<file path="src/hdl/evad_pkg.sv">
package evad_pkg;

    // Field widths of the request and result channels.
    localparam int unsigned SAMPLE_W = 16;
    localparam int unsigned TIME_W   = 32;
    localparam int unsigned MEAN_W   = 31;
    localparam int unsigned SIL_W    = 16;

    // The square of a 16-bit magnitude is at most 2^30 and fits 31 bits.
    localparam int unsigned SQ_W     = 31;

    // The quotient is below 2^31, so the divider resolves that many bits.
    localparam int unsigned DIV_STEPS = MEAN_W;
    localparam int unsigned STEP_W    = $clog2(DIV_STEPS);

    // Configuration port.
    localparam int unsigned CFG_IDX_W  = 2;
    localparam int unsigned CFG_DATA_W = 31;

    localparam logic [CFG_IDX_W-1:0] CFG_ENTER   = 2'd0;
    localparam logic [CFG_IDX_W-1:0] CFG_EXIT    = 2'd1;
    localparam logic [CFG_IDX_W-1:0] CFG_SILENCE = 2'd2;

    // Register values after reset.
    localparam logic [MEAN_W-1:0] ENTER_RESET   = 31'(300 * 300);
    localparam logic [MEAN_W-1:0] EXIT_RESET    = 31'(180 * 180);
    localparam logic [SIL_W-1:0]  SILENCE_RESET = 16'd1200;

    // Request types.
    localparam logic REQ_AUDIO      = 1'b0;
    localparam logic REQ_TURN_START = 1'b1;

    localparam int unsigned MAX_SAMPLES_DEF = 2048;

endpackage

</file>
<file path="src/hdl/energy_vad_silence_endpoint_top.sv">
// An audio sample request is accepted in IDLE and accumulated in ACC; a frame-end sample then
// passes DIV (the shared restoring divider, one bit a cycle; skipped on overflow) and then DONE.
// Only IDLE takes requests, so a sample is done before the next one; a turn start every cycle.
// A result waits in the output register while new requests are taken.
// Reset (rst_n, asynchronous, active low) restores the register defaults and clears all
// frame and turn state; no clearing pass is needed.
module energy_vad_silence_endpoint_top #(
    parameter int unsigned MAX_SAMPLES = evad_pkg::MAX_SAMPLES_DEF
) (
    input  logic                                clk,
    input  logic                                rst_n,

    input  logic                                in_valid,
    output logic                                in_ready,
    input  logic                                req_type,
    input  logic signed [evad_pkg::SAMPLE_W-1:0] sample,
    input  logic                                last_in_frame,
    input  logic [evad_pkg::TIME_W-1:0]         time_ms,

    output logic                                out_valid,
    input  logic                                out_ready,
    output logic [evad_pkg::MEAN_W-1:0]         mean_square,
    output logic                                speech_now,
    output logic                                speech_seen,
    output logic                                silence_event,
    output logic                                frame_too_long,

    input  logic                                cfg_valid,
    output logic                                cfg_ready,
    input  logic [evad_pkg::CFG_IDX_W-1:0]      cfg_index,
    input  logic [evad_pkg::CFG_DATA_W-1:0]     cfg_data
);

    // The sample counter must hold MAX_SAMPLES itself; the frame sum must hold
    // MAX_SAMPLES squares of at most 2^30 each, and keeps at least one bit above
    // the quotient bits so that the remainder always has a starting part.
    localparam int unsigned CNT_W = $clog2(MAX_SAMPLES + 1);
    localparam int unsigned SUM_W = evad_pkg::SQ_W + CNT_W;

    localparam int unsigned MEAN_W = evad_pkg::MEAN_W;
    localparam int unsigned STEP_W = evad_pkg::STEP_W;

    // The sequencer: IDLE takes requests, ACC adds the registered square to the
    // frame sum, DIV runs the shared compare-and-subtract unit once per quotient
    // bit, and DONE applies the speech decision and loads the result register.
    typedef enum logic [3:0] {
        ST_IDLE = 4'b0001,
        ST_ACC  = 4'b0010,
        ST_DIV  = 4'b0100,
        ST_DONE = 4'b1000
    } state_t;

    state_t state_reg, state_next;

    // Configuration registers.
    logic [MEAN_W-1:0]          enter_thr_reg;
    logic [MEAN_W-1:0]          exit_thr_reg;
    logic [evad_pkg::SIL_W-1:0] silence_ms_reg;

    // Frame and turn state.
    logic [SUM_W-1:0]            sum_reg, sum_next;
    logic [CNT_W-1:0]            count_reg, count_next;
    logic                        overflow_reg, overflow_next;
    logic                        speech_flag_reg, speech_flag_next;
    logic                        sil_reported_reg, sil_reported_next;
    logic [evad_pkg::TIME_W-1:0] last_speech_reg, last_speech_next;

    // Request held while it is worked on. The square is formed in the accepting
    // cycle, so the multiplier is followed by a register before the add.
    logic [evad_pkg::SQ_W-1:0]   sq_reg, sq_next;
    logic                        acc_en_reg, acc_en_next;
    logic                        last_reg, last_next;
    logic [evad_pkg::TIME_W-1:0] time_reg, time_next;

    // Divider: the remainder, and a step counter. The quotient is shifted into
    // the low bits of the frame sum as the dividend bits leave it.
    logic [CNT_W-1:0]  rem_reg, rem_next;
    logic [STEP_W-1:0] step_reg, step_next;

    // Result register.
    logic              out_valid_reg, out_valid_next;
    logic [MEAN_W-1:0] mean_reg, mean_next;
    logic              speech_now_reg, speech_now_next;
    logic              speech_seen_reg, speech_seen_next;
    logic              sil_event_reg, sil_event_next;
    logic              too_long_reg, too_long_next;

    logic                        in_fire;
    logic                        out_free;
    logic [evad_pkg::SAMPLE_W-1:0] mag;
    logic [2*evad_pkg::SAMPLE_W-1:0] mag_sq;
    logic [SUM_W-1:0]            sum_add;
    logic [CNT_W:0]              rem_shift;
    logic [CNT_W:0]              rem_diff;
    logic                        q_bit;
    logic [MEAN_W-1:0]           quotient;
    logic [evad_pkg::TIME_W-1:0] elapsed;
    logic                        is_speech;
    logic                        is_silence;

    assign in_ready  = (state_reg == ST_IDLE);
    assign in_fire   = in_valid && in_ready;
    assign cfg_ready = 1'b1;
    assign out_free  = !out_valid_reg || out_ready;

    // Magnitude of a two's-complement sample; the most negative sample gives
    // 32768, which is still exact as a 16-bit unsigned value.
    assign mag = sample[evad_pkg::SAMPLE_W-1] ? evad_pkg::SAMPLE_W'(-sample)
                                              : evad_pkg::SAMPLE_W'(sample);

    // Full-width square; at most 2^30, so the low 31 bits carry all of it.
    assign mag_sq = mag * mag;

    assign sum_add = sum_reg + (acc_en_reg ? SUM_W'(sq_reg) : SUM_W'(0));

    // One restoring division step: bring down the next dividend bit and
    // subtract the sample count where it fits.
    assign rem_shift = {rem_reg, sum_reg[MEAN_W-1]};
    assign rem_diff  = rem_shift - {1'b0, count_reg};
    assign q_bit     = (rem_shift >= {1'b0, count_reg});
    assign quotient  = sum_reg[MEAN_W-1:0];

    // Speech decision at the frame end. Elapsed time wraps modulo 2^32.
    assign elapsed    = time_reg - last_speech_reg;
    assign is_speech  = (quotient >= enter_thr_reg) ||
                        (speech_flag_reg && (quotient >= exit_thr_reg));
    assign is_silence = speech_flag_reg && !sil_reported_reg &&
                        (elapsed >= evad_pkg::TIME_W'(silence_ms_reg));

    always_comb
    begin
        state_next        = state_reg;
        sum_next          = sum_reg;
        count_next        = count_reg;
        overflow_next     = overflow_reg;
        speech_flag_next  = speech_flag_reg;
        sil_reported_next = sil_reported_reg;
        last_speech_next  = last_speech_reg;
        sq_next           = sq_reg;
        acc_en_next       = acc_en_reg;
        last_next         = last_reg;
        time_next         = time_reg;
        rem_next          = rem_reg;
        step_next         = step_reg;
        out_valid_next    = out_valid_reg && !out_ready;
        mean_next         = mean_reg;
        speech_now_next   = speech_now_reg;
        speech_seen_next  = speech_seen_reg;
        sil_event_next    = sil_event_reg;
        too_long_next     = too_long_reg;

        unique case (state_reg)
            ST_IDLE:
            begin
                if (in_fire)
                begin
                    if (req_type == evad_pkg::REQ_TURN_START)
                    begin
                        // A new turn clears the frame and the per-turn flags;
                        // no result is produced.
                        sum_next          = '0;
                        count_next        = '0;
                        overflow_next     = 1'b0;
                        speech_flag_next  = 1'b0;
                        sil_reported_next = 1'b0;
                        last_speech_next  = '0;
                    end
                    else
                    begin
                        // Samples past the limit are dropped and mark the frame.
                        if (overflow_reg || (count_reg >= CNT_W'(MAX_SAMPLES)))
                        begin
                            overflow_next = 1'b1;
                            acc_en_next   = 1'b0;
                        end
                        else
                        begin
                            acc_en_next = 1'b1;
                        end
                        sq_next    = mag_sq[evad_pkg::SQ_W-1:0];
                        last_next  = last_in_frame;
                        time_next  = time_ms;
                        state_next = ST_ACC;
                    end
                end
            end

            ST_ACC:
            begin
                sum_next = sum_add;
                if (acc_en_reg)
                begin
                    count_next = count_reg + CNT_W'(1);
                end
                // The quotient is below 2^31, so the sum's bits above the low
                // 31 are already smaller than the count and start the remainder.
                rem_next  = CNT_W'(sum_add >> MEAN_W);
                step_next = '0;
                if (!last_reg)
                begin
                    state_next = ST_IDLE;
                end
                else if (overflow_reg)
                begin
                    state_next = ST_DONE;
                end
                else
                begin
                    state_next = ST_DIV;
                end
            end

            ST_DIV:
            begin
                rem_next = q_bit ? CNT_W'(rem_diff) : CNT_W'(rem_shift);
                sum_next = {sum_reg[SUM_W-1:MEAN_W], sum_reg[MEAN_W-2:0], q_bit};
                step_next = step_reg + STEP_W'(1);
                if (step_reg == STEP_W'(evad_pkg::DIV_STEPS - 1))
                begin
                    state_next = ST_DONE;
                end
            end

            ST_DONE:
            begin
                // Wait here until the result register is free.
                if (out_free)
                begin
                    out_valid_next  = 1'b1;
                    too_long_next   = overflow_reg;
                    mean_next       = '0;
                    speech_now_next = 1'b0;
                    sil_event_next  = 1'b0;
                    speech_seen_next = speech_flag_reg;
                    if (!overflow_reg && (count_reg != '0))
                    begin
                        mean_next = quotient;
                        if (is_speech)
                        begin
                            speech_now_next  = 1'b1;
                            speech_flag_next = 1'b1;
                            speech_seen_next = 1'b1;
                            last_speech_next = time_reg;
                        end
                        else if (is_silence)
                        begin
                            sil_reported_next = 1'b1;
                            sil_event_next    = 1'b1;
                        end
                    end
                    // The accumulator is always emptied for the next frame.
                    sum_next      = '0;
                    count_next    = '0;
                    overflow_next = 1'b0;
                    state_next    = ST_IDLE;
                end
            end

            default:
            begin
                state_next = ST_IDLE;
            end
        endcase
    end

    always_ff @(posedge clk or negedge rst_n)
    begin
        if (!rst_n)
        begin
            state_reg        <= ST_IDLE;
            enter_thr_reg    <= evad_pkg::ENTER_RESET;
            exit_thr_reg     <= evad_pkg::EXIT_RESET;
            silence_ms_reg   <= evad_pkg::SILENCE_RESET;
            sum_reg          <= '0;
            count_reg        <= '0;
            overflow_reg     <= 1'b0;
            speech_flag_reg  <= 1'b0;
            sil_reported_reg <= 1'b0;
            last_speech_reg  <= '0;
            out_valid_reg    <= 1'b0;
        end
        else
        begin
            state_reg        <= state_next;
            sum_reg          <= sum_next;
            count_reg        <= count_next;
            overflow_reg     <= overflow_next;
            speech_flag_reg  <= speech_flag_next;
            sil_reported_reg <= sil_reported_next;
            last_speech_reg  <= last_speech_next;
            out_valid_reg    <= out_valid_next;

            if (cfg_valid && cfg_ready)
            begin
                unique case (cfg_index)
                    evad_pkg::CFG_ENTER:   enter_thr_reg  <= cfg_data;
                    evad_pkg::CFG_EXIT:    exit_thr_reg   <= cfg_data;
                    evad_pkg::CFG_SILENCE: silence_ms_reg <= cfg_data[evad_pkg::SIL_W-1:0];
                    default:               ;
                endcase
            end
        end
    end

    // Payload registers carry no reset.
    always_ff @(posedge clk)
    begin
        sq_reg          <= sq_next;
        acc_en_reg      <= acc_en_next;
        last_reg        <= last_next;
        time_reg        <= time_next;
        rem_reg         <= rem_next;
        step_reg        <= step_next;
        mean_reg        <= mean_next;
        speech_now_reg  <= speech_now_next;
        speech_seen_reg <= speech_seen_next;
        sil_event_reg   <= sil_event_next;
        too_long_reg    <= too_long_next;
    end

    assign out_valid      = out_valid_reg;
    assign mean_square    = mean_reg;
    assign speech_now     = speech_now_reg;
    assign speech_seen    = speech_seen_reg;
    assign silence_event  = sil_event_reg;
    assign frame_too_long = too_long_reg;

`ifndef SYNTH
    // The silence event can only follow speech within the same turn.
    assert property (@(posedge clk) disable iff (!rst_n)
        sil_reported_reg |-> speech_flag_reg)
        else $error("silence reported without speech in this turn");

    // The sample counter never passes the frame limit.
    assert property (@(posedge clk) disable iff (!rst_n)
        count_reg <= CNT_W'(MAX_SAMPLES))
        else $error("sample count beyond the frame limit");

    // The divider keeps its remainder below the divisor on every step.
    assert property (@(posedge clk) disable iff (!rst_n)
        (state_reg == ST_DIV) |-> (rem_reg < count_reg))
        else $error("divider remainder not below the sample count");

    // A frame end that finds the result register free always presents a result.
    assert property (@(posedge clk) disable iff (!rst_n)
        ((state_reg == ST_DONE) && out_free) |=> (out_valid && (state_reg == ST_IDLE)))
        else $error("frame end did not load the result register");

    // The divider only leaves towards the decision step.
    assert property (@(posedge clk) disable iff (!rst_n)
        (state_reg == ST_DIV) |=> ((state_reg == ST_DIV) || (state_reg == ST_DONE)))
        else $error("divider left in an unexpected direction");
`endif

endmodule
</file>
<file path="config.mk">
export PLATFORM = sky130hd
export DESIGN_NAME = energy_vad_silence_endpoint_top
export DESIGN_NICKNAME = d
export VERILOG_FILES = /design/src/hdl/evad_pkg.sv /design/src/hdl/energy_vad_silence_endpoint_top.sv
export SDC_FILE = /design/constraint.sdc
export NUM_CORES = 1
export LEC_CHECK = 0
export CAP_MARGIN = 5
export CORE_ASPECT_RATIO = 0.9
export CORE_MARGIN = 2
export CORE_UTILIZATION = 65
export DETAILED_ROUTE_END_ITERATION = 8
export DONT_BUFFER_PORTS = 1
export PLACE_DENSITY = 0.89
export SYNTH_ARGS = -nofsm -noshare
export SYNTH_HDL_FRONTEND = slang
export SYNTH_SLANG_ARGS = --single-unit
</file>
<file path="constraint.sdc">
create_clock -name clk -period 5.25 [get_ports clk]
set_clock_uncertainty 0.05 [all_clocks]
set_input_delay 0 -clock clk [delete_from_list [all_inputs] [get_ports clk]]
set_output_delay 0 -clock clk [all_outputs]
set_load 0.1 [all_outputs]
</file>
[Word level (Yosys, flattened, before mapping)]
Index checks and enable logic that the tools add are counted.
Storage, ports and cells
  register bits: 290
  input bits: 88
  output and inout port bits: 38
  word-level logic and storage cells: 137
Operators by class
  add/sub/neg operators: 6
  multipliers: 1
  magnitude comparators: 5
  equal/unequal tests: 18
  mux-type cells: 48
  bitwise operators: 3
  reductions and logical operators: 33
Operators with widths (number)
  $pmux W43 S4: 1
  $mux W32: 5
  $mux W43: 3
  $pmux W32 S2: 1
  $ge A31 B31 Y1: 2
  $mux W12: 5
  $add A43 B31 Y43: 1
  $pmux W12 S3: 1
  $ge A32 B16 Y1: 1
  $sub A32 B32 Y32: 1
  $mul A16 B16 Y31: 1
  $mux W31: 1
  $mux W4: 6
  $pmux W12 S2: 1
  $mux W1: 18
  $mux W16: 1
  $ne A2 B2 Y1 const B: 8
  $neg A16 Y16: 1
  $pmux W4 S4: 1
  $reduce_and A4 Y1: 4
  $ge A13 B12 Y1: 1
  $add A12 B1 Y12 const B: 1
  $ge A12 B12 Y1 const B: 1
  $reduce_bool A12 Y1: 1
  other kinds (27): 47

[Depth between registers and ports, before layout]
Gate-level depths: netlist of the first run.
  word-level depth: 8
  gate-level depth with buffers: 33
  mapped depth without buffers: 31

[Worst setup path before layout of the first run]
Ideal clock, no wire load.
  kind: input -> register
  start: input sample[0] in the netlist's numbering
  end: register sq_reg[30] in the netlist's numbering, data pin
  setup time: 260 ps
  arrival time: 7623 ps
  required time: 4940 ps
  slack: -2682 ps
  stages: 31
  path buffers: 2
  cell sequence: inv_1 -> clkbuf_1 -> ha_1 -> nand2_1 -> or3_1 -> or4_1 -> and2_1 -> xnor2_1 -> inv_1 -> clkbuf_1 -> nand2_1 -> fa_1 -> fa_1 -> inv_1 -> fa_1 -> fa_1 -> fa_1 -> inv_1 -> fa_1 -> inv_1 -> ha_1 -> a211oi_1 -> nor2_1 -> or3_1 -> o21ai_0 -> a31oi_1 -> a31o_2 -> a211oi_1 -> o21bai_1 -> a21oi_1 -> xnor2_1
Between the ends
  longest elaborated chain between the ends: 3
Ends and longest elaborated chain
  start, declared: RTL line energy_vad_silence_endpoint_top.sv:16  | input logic signed [evad_pkg::SAMPLE_W-1:0] sample,
  $neg A16 Y16: RTL line energy_vad_silence_endpoint_top.sv:108  | assign mag = sample[evad_pkg::SAMPLE_W-1] ? evad_pkg::SAMPLE_W'(-sample)
  $mux W16 *: RTL line energy_vad_silence_endpoint_top.sv:108
  $mul A16 B16 Y31 *: RTL line energy_vad_silence_endpoint_top.sv:112  | assign mag_sq = mag * mag;
  via mag_sq (one bit): RTL line energy_vad_silence_endpoint_top.sv:91  | logic [2*evad_pkg::SAMPLE_W-1:0] mag_sq;
  end signal, assigned: RTL line energy_vad_silence_endpoint_top.sv:308  | sq_reg <= sq_next;
  end, declared: RTL line energy_vad_silence_endpoint_top.sv:70  | logic [evad_pkg::SQ_W-1:0] sq_reg, sq_next;
The timed path passes the listed nets; every way through them passes the cells marked *.
A chain may end at the register's enable or synchronous reset.

[Worst setup path after layout of the first run]
  start: input sample[8] in the netlist's numbering
  end: register sq_reg[29] in the netlist's numbering, data pin
The elaborated chain is that of the path after synthesis.

==> results of run 1 <==
==> layer usage <==
metal,global-route usage [%],vias up,part of all wire [%]
li1,-,9164,-
met1,44.7,10356,36
met2,62.4,1572,48
met3,5.71,476,9.5
met4,18.5,2,6.6
met5,0,-,0.015
==> cell type report <==
cell class	instances	area share [%]
Sequential cell	289	26.6
Multi-Input combinational cell	1768	53.1
Inverter	387	4.98
Clock inverter	16	0.471
Clock buffer	38	3.04
Antenna cell	5	0.0424
Tap cell	483	2.05
Timing Repair Buffer	326	9.75
==> power groups by stage <==
stage                     Combinational, uW  Sequential, uW  Clock [uW]
final                                 18400            3640        2260
after global routing                  20000            3660        2330
after CTS                             16400            3600        2190
after detailed placement              15700            3640           0
after global placement                14800            3630           0
after floorplan                       10600            3560           0
==> worst paths after layout <==
check,endpoint,slack (ps),depth (start not counted)
max,sq_reg[29],-1390,28
min,last_speech_reg[22],-50,2
max reg2reg,silence_event,390,18
min reg2reg,sum_reg[40],460,1
max in group asynchronous,enter_thr_reg[28],4280,2
min in group clk,time_reg[14],0,1
==> critical path: cells and delay by family <==
| family | cells | cell delay, ps |
|---|---|---|
| AOI/OAI and AO/OA | 6 | 1240 |
| xor gates and xnor gates | 2 | 360 |
| adders and majority gates | 7 | 3330 |
| buffers and inverters | 6 | 470 |
| and+or+nand+nor | 7 | 1480 |
==> cell usage in the layout (no fill, tap or decap), types with 23 or more instances in the layout <==
cell type	instances
sky130_fd_sc_hd__o21a_1	28
sky130_fd_sc_hd__fa_1	159
sky130_fd_sc_hd__nor3_1	27
sky130_fd_sc_hd__nor2_1	157
sky130_fd_sc_hd__dlygate4sd3_1	129
sky130_fd_sc_hd__buf_4	176
sky130_fd_sc_hd__clkbuf_16	34
sky130_fd_sc_hd__a21o_1	46
sky130_fd_sc_hd__ha_1	235
sky130_fd_sc_hd__inv_1	359
sky130_fd_sc_hd__xor2_1	46
sky130_fd_sc_hd__dfrtp_1	151
sky130_fd_sc_hd__a21oi_1	100
sky130_fd_sc_hd__xnor2_1	62
sky130_fd_sc_hd__nand3_1	31
sky130_fd_sc_hd__a22o_1	33
sky130_fd_sc_hd__nand2_1	163
sky130_fd_sc_hd__mux2_2	51
sky130_fd_sc_hd__and2_1	67
sky130_fd_sc_hd__nand4_1	28
sky130_fd_sc_hd__a22oi_1	23
sky130_fd_sc_hd__edfxtp_1	116
sky130_fd_sc_hd__o21ai_0	130
==> cell families after synthesis <==
| group | after synthesis | share of synthesized area, % |
|---|---|---|
| buffers and inverters | 452 | 7.08 |
| AND/OR/NAND/NOR | 608 | 12.1 |
| flip-flops | 289 | 32.1 |
| other | 2 | 0.0307 |
| XOR/XNOR | 118 | 4.26 |
| multiplexers | 64 | 2.88 |
| AO/OA/AOI/OAI | 548 | 15.0 |
| adder cells (fa/ha/maj) | 418 | 26.5 |
==> stage by stage <==
step	utilization (%)	hold WS, ps	setup WS (ps)	cell area (um^2)	TNS [ps]
detailed placement	71.4	-339	-1970	26500	-28080
finish	79.4	-46.5	-1390	29500	-15880
global placement	71.4	-339	-1820	26500	-25460
floorplan	-	-346	-1740	24900	-22560
global route	79.4	9.81	-1590	29500	-19790
CTS	78.2	0.581	-1300	29000	-14850
==> repair_timing <==
item                       in CTS  in global routing
pin swaps                      16                 44
setup buffers                  11                 13
gates resized for setup        36                 67
setup endpoints to repair      19                 22
hold buffers                  124                  6
hold endpoints to repair      303                  6
==> impl_metrics.env, run 1 <==
export IMPL_placement_io_buffers=0
export IMPL_critical_path_slowest_cell="sky130_fd_sc_hd__fa_1"
export IMPL_yosys_top_cells_count="sky130_fd_sc_hd__inv_1 (382), sky130_fd_sc_hd__ha_1 (252), sky130_fd_sc_hd__nand2_1 (178)"
export IMPL_cts_root_buf="sky130_fd_sc_hd__clkbuf_16"
export IMPL_synth_ff_type="sky130_fd_sc_hd__dfrtp_1"
export IMPL_timing_final_ws_setup_ps=-1390
export IMPL_cts_buffers=29
export IMPL_switching_share_pct=43.9
export IMPL_dieWidth_um=208
export IMPL_start_util_pct=65.8
export IMPL_timing_critical_path_to_type="flop"
export IMPL_worst_slew_pin_transition_ps=1100
export IMPL_synth_cells=2499
export IMPL_global_route_wire_length_before_repair_um=115000
export IMPL_number_of_drc_markers_in_iteration_0=2668
export IMPL_grt_max_degree=174
export IMPL_cts_clk_pin_slew_worst_paths_ps=70
export IMPL_timing_critical_path_from="sample[8]"
export IMPL_fin_total_pwr_uw=24400
export IMPL_synth_top_cells_by_area="sky130_fd_sc_hd__dfrtp_1 (15%), sky130_fd_sc_hd__edfxtp_1 (14%), sky130_fd_sc_hd__fa_1 (14%)"
export IMPL_pwr_cell_area_nw_per_um2=826
export IMPL_vdd_ir_drop_max_mv=1.28
export IMPL_power_clock_fraction_pct=9.3
export IMPL_filler_cell_count=1918
export IMPL_place_congestion=0.932
export IMPL_grt_util_all_layers_pct=36.3
export IMPL_synth_area_um2=24400
export IMPL_hold_path_class="in -> async"
export IMPL_numClockSinks=289
export IMPL_synth_most_common_cell="sky130_fd_sc_hd__inv_1"
export IMPL_setup_worst_path_class="in -> reg"
export IMPL_drt_wirelength_per_cell_um=22.5
export IMPL_drtPass1Iterations=7
export IMPL_combPwrFrac_pct=75.8
export IMPL_critical_path_required_ps=5510
export IMPL_startpoint_type_of_the_worst_setup_path="primary input"
export IMPL_post_place_cells=3101
export IMPL_synth_seq_cells=289
export IMPL_violated_checks="negative hold slack, negative setup slack"
export IMPL_final_layout_size_suffix_gt1_share_pct=17.1
export IMPL_relSlewSlack_pct=26.8
export IMPL_tritoncts="yes"
export IMPL_multi_input_area_um2=15700
export IMPL_core_area_um2=37100
export IMPL_internal_power_uw=13600
export IMPL_worst_r2r_startpoint="time_reg[0]"
export IMPL_row_count=67
export IMPL_floorplan_io_pins=126
export IMPL_min_period_over_period_pct=127
export IMPL_top_area_cell_type_share_of_the_netlist_area_pct=15.5
export IMPL_slowest_delay_ps=560
export IMPL_final_antenna_net_count=0
export IMPL_leakage_uw=0.0137
export IMPL_synth_largest_area_cell="sky130_fd_sc_hd__dfrtp_1"
export IMPL_synthToLayoutAreaGrowth_pct=20.7
export IMPL_finalHoldViolCount=11
export IMPL_rsz0062_at_grt="true"
export IMPL_timing_max_transition_violations_final=0
export IMPL_timing_critical_path_mode_cell="sky130_fd_sc_hd__fa_1"
export IMPL_max_cap_violations=0
export IMPL_detailed_place_hpwl_um=45800
export IMPL_ctsLongestPathBuffers=3
export IMPL_run_status="complete, but fails checks"
export IMPL_fp_dieArea_um2=39200
export IMPL_synth_edf_count=116
export IMPL_first_global_vias=22161
export IMPL_register_area_um2=7840
export IMPL_max_ffs_per_register=43
export IMPL_finish_cell_count_without_fillers=3312
export IMPL_seq_power_share_pct=15.0
export IMPL_timing_critical_path_arrival_ps=6910
export IMPL_drt_drc_violations_left=0
export IMPL_nets=3307
export IMPL_power_switching_uw=10700
export IMPL_synth_area_per_cell_um2=9.78
export IMPL_route_detailed_vias_per_inst=6.51
export IMPL_detailroute_via_count=21570
export IMPL_timing_hold_ws_ps=-46.5
export IMPL_yosys_warnings=0
export IMPL_die_y_um=188
export IMPL_period_needed_ps=6640
export IMPL_async_reset_ff_share_pct=59.9
export IMPL_antenna_violations_before_repair=3
export IMPL_synthDistinctLibCells=92
export IMPL_critPathMaxFanout=4
export IMPL_postRouteWirelength_um=74400
export IMPL_sequential_area_share_after_synthesis_pct=32.1
export IMPL_clock_tree_htree_level_count=1
export IMPL_setup_viol_count_final=20
export IMPL_max_freq_mhz=151
export IMPL_worst_skew_pair_late_latency_ps=600
export IMPL_global_route_overflow=0
Note: power is estimated with default switching activity, not from simulation.
==> run 2, diff against run 1 <==
--- a/config.mk
+++ b/config.mk
@@ -5,6 +5,7 @@
 export SDC_FILE = /design/constraint.sdc
 export NUM_CORES = 1
 export LEC_CHECK = 0
+export ABC_AREA = 1
 export CAP_MARGIN = 5
 export CORE_ASPECT_RATIO = 0.9
 export CORE_MARGIN = 2
==> run 2 against run 1 <==
Net effect: the flow finishes with violations (negative setup slack); maximum frequency increased by 16%; first-iteration DRC count decreased by 4.8%; critical path type unchanged; flip-flop and latch count unchanged; cell count increased by 25%; clock-buffer cell count increased by 1; worst hold slack improved by 64 ps.
==> impl_metrics.env, run 2 <==
export IMPL_timing_critical_path_from="sample[1]"
export IMPL_yosys_mux_area_fraction_pct=0.0773
export IMPL_critical_path_slowest_cell="sky130_fd_sc_hd__fa_1"
export IMPL_violated_checks="negative setup slack"
export IMPL_most_common_layout_cells="sky130_fd_sc_hd__inv_1 (633), sky130_fd_sc_hd__nand2_1 (624), sky130_fd_sc_hd__nor2_1 (237), sky130_fd_sc_hd__ha_1 (237), sky130_fd_sc_hd__o21ai_0 (203)"
export IMPL_synth_seq_cells=289
export IMPL_final_layout_size_suffix_gt1_share_pct=14.9
export IMPL_floorplan_io_pins=126
export IMPL_cts_clk_pin_slew_worst_paths_ps=70
export IMPL_ff2ff_path_depth=21
export IMPL_clock_tree_htree_level_count=1
export IMPL_synth_fa_ha_area_share_pct=25.0
export IMPL_timing_critical_path_arrival_ps=6010
export IMPL_synth_ff_type="sky130_fd_sc_hd__dfrtp_1"
export IMPL_multi_input_area_um2=16300
export IMPL_synthToLayoutAreaGrowth_pct=20.9
export IMPL_filler_cell_count=2415
export IMPL_async_reset_ff_share_pct=59.9
export IMPL_dieWidth_um=214
export IMPL_start_util_pct=65.8
export IMPL_global_route_overflow=0
export IMPL_drtPass1Iterations=8
export IMPL_dpl_instance_area_um2=28300
export IMPL_timing_final_ws_setup_ps=-456
export IMPL_synth_top_cells_by_area="sky130_fd_sc_hd__dfrtp_1 (15%), sky130_fd_sc_hd__edfxtp_1 (13%), sky130_fd_sc_hd__fa_1 (13%)"
export IMPL_synth_xor_area_share_pct=2.63
export IMPL_grt_util_all_layers_pct=37.2
export IMPL_number_of_drc_markers_in_iteration_0=2541
export IMPL_relSlewSlack_pct=23.7
export IMPL_sequential_area_share_after_synthesis_pct=30.3
export IMPL_timing_critical_path_to_type="flop"
export IMPL_row_count=69
export IMPL_fp_dieArea_um2=41500
export IMPL_mostFrequentLayoutCell="sky130_fd_sc_hd__inv_1"
export IMPL_synthDistinctLibCells=67
export IMPL_slowest_delay_ps=570
export IMPL_grt_max_degree=174
export IMPL_synth_area_um2=25900
export IMPL_drt_wirelength_per_cell_um=19.5
export IMPL_drt_drc_violations_left=0
export IMPL_simple_gate_area_share_of_the_yosys_netlist_pct=20.1
export IMPL_reg2reg_slack_ps=720
export IMPL_route_detailed_vias_per_inst=5.90
export IMPL_hold_path_class="in -> async"
export IMPL_synth_compound_area_share_pct=11.1
export IMPL_max_freq_mhz=175
export IMPL_startpoint_type_of_the_worst_setup_path="primary input"
export IMPL_numClockSinks=289
export IMPL_synth_edf_count=116
export IMPL_fin_setup_tns_ps=-6440
export IMPL_yosys_warnings=0
export IMPL_max_cap_violations=0
export IMPL_worst_skew_pair_late_latency_ps=620
export IMPL_die_y_um=193
export IMPL_synth_area_per_cell_um2=7.94
export IMPL_critPathMaxFanout=5
export IMPL_finalHoldViolCount=0
export IMPL_core_area_um2=39400
export IMPL_worst_slew_pin_transition_ps=1140
export IMPL_place_congestion=0.974
export IMPL_ctsLongestPathBuffers=3
export IMPL_nets=4086
export IMPL_synth_largest_area_cell="sky130_fd_sc_hd__dfrtp_1"
export IMPL_global_route_wire_length_before_repair_um=125000
export IMPL_first_global_vias=24645
export IMPL_setup_worst_path_class="in -> reg"
export IMPL_rsz0062_at_grt="true"
export IMPL_run_status="complete, but fails checks"
export IMPL_critical_path_required_ps=5550
export IMPL_cts_buffers=31
export IMPL_detailroute_via_count=24425
export IMPL_synth_top_family_by_area="adder cells"
export IMPL_final_antenna_net_count=0
export IMPL_worst_r2r_startpoint="time_reg[0]"
export IMPL_setup_viol_count_final=20
export IMPL_antenna_violations_before_repair=0
export IMPL_period_needed_ps=5710
export IMPL_max_ffs_per_register=43
export IMPL_yosys_top_cells_count="sky130_fd_sc_hd__inv_1 (674), sky130_fd_sc_hd__nand2_1 (660), sky130_fd_sc_hd__nor2_1 (272)"
export IMPL_timing_max_transition_violations_final=0
export IMPL_post_route_cell_area_um2=31300
export IMPL_top_area_cell_type_share_of_the_netlist_area_pct=14.6
export IMPL_register_area_um2=7840
export IMPL_cts_root_buf="sky130_fd_sc_hd__clkbuf_16"
export IMPL_synth_most_common_cell="sky130_fd_sc_hd__inv_1"
export IMPL_postRouteWirelength_um=80700
export IMPL_detailed_place_hpwl_um=55800
export IMPL_synth_cells=3265
export IMPL_placement_io_buffers=0
export IMPL_r2r_end="silence_event"
export IMPL_tritoncts="yes"
export IMPL_min_period_over_period_pct=109
==> run 2: worst max-delay path by stage <==
stage	endpoint	depth (start not counted)
3_3_place_gp	sq_reg[28]	25
2_1_floorplan	sq_reg[25]	28
3_5_place_dp	sq_reg[27]	31
6_report	sq_reg[27]	32
5_1_grt	sq_reg[25]	30
4_1_cts	sq_reg[25]	33
==> run 2: repair_timing <==
item | CTS | global route
hold buffers | 108 | 0
gates cloned | 0 | 0
buffers inserted | 19 | 25
setup endpoints to repair | 15 | 20
endpoints found under the hold margin | 299 | 0
pin swaps | 56 | 69
resized for setup | 62 | 106
==> run 2: metrics by stage <==
stage	hold slack (ps)	utilization, %	setup WS, ps	cells
floorplan	-346	-	-626	3275
global placement	-339	71.8	-780	3930
detailed placement	-341	71.8	-991	3930
CTS	45.2	78.2	-179	4114
global route	64.2	79.6	-657	4137
finish	17.2	79.6	-456	4139
==> run 2: per-layer routing <==
| layer | track usage (%) | wire length (um) |
|---|---|---|
| met5 | 0 | 0 |
| met4 | 16.3 | 4810 |
| met3 | 5.52 | 6600 |
| met2 | 62.7 | 38200 |
| met1 | 48.0 | 31100 |
==> run 2: area by class of cell <==
type / instances / area share, %
Tap cell: 532 / 2.12
Multi-Input combinational cell: 2241 / 51.9
Inverter: 686 / 8.41
Clock buffer: 39 / 2.57
Sequential cell: 289 / 25.0
Clock inverter: 19 / 0.802
Antenna cell: 2 / 0.0160
Timing Repair Buffer: 331 / 9.18
==> run 2: cell families after synthesis <==
| logic type | Yosys count |
|---|---|
| xor+xnor | 76 |
| simple gates | 1219 |
| flops | 289 |
| compound gates | 514 |
| other cells | 2 |
| buf+inv | 745 |
| mux | 2 |
| fa+ha+maj | 418 |
==> run 2: critical path: cells and delay by family <==
| family | cells | cell delay (ps) |
|---|---|---|
| buffers and inverters | 13 | 1120 |
| adder cells (fa/ha/maj) | 8 | 3400 |
| AND/OR/NAND/NOR | 5 | 530 |
| AO/OA/AOI/OAI | 4 | 590 |
| XOR/XNOR | 2 | 330 |
Power of run 2 is not shown: default switching activity piles up to over one toggle a cycle in this logic, so the estimate is an artifact.
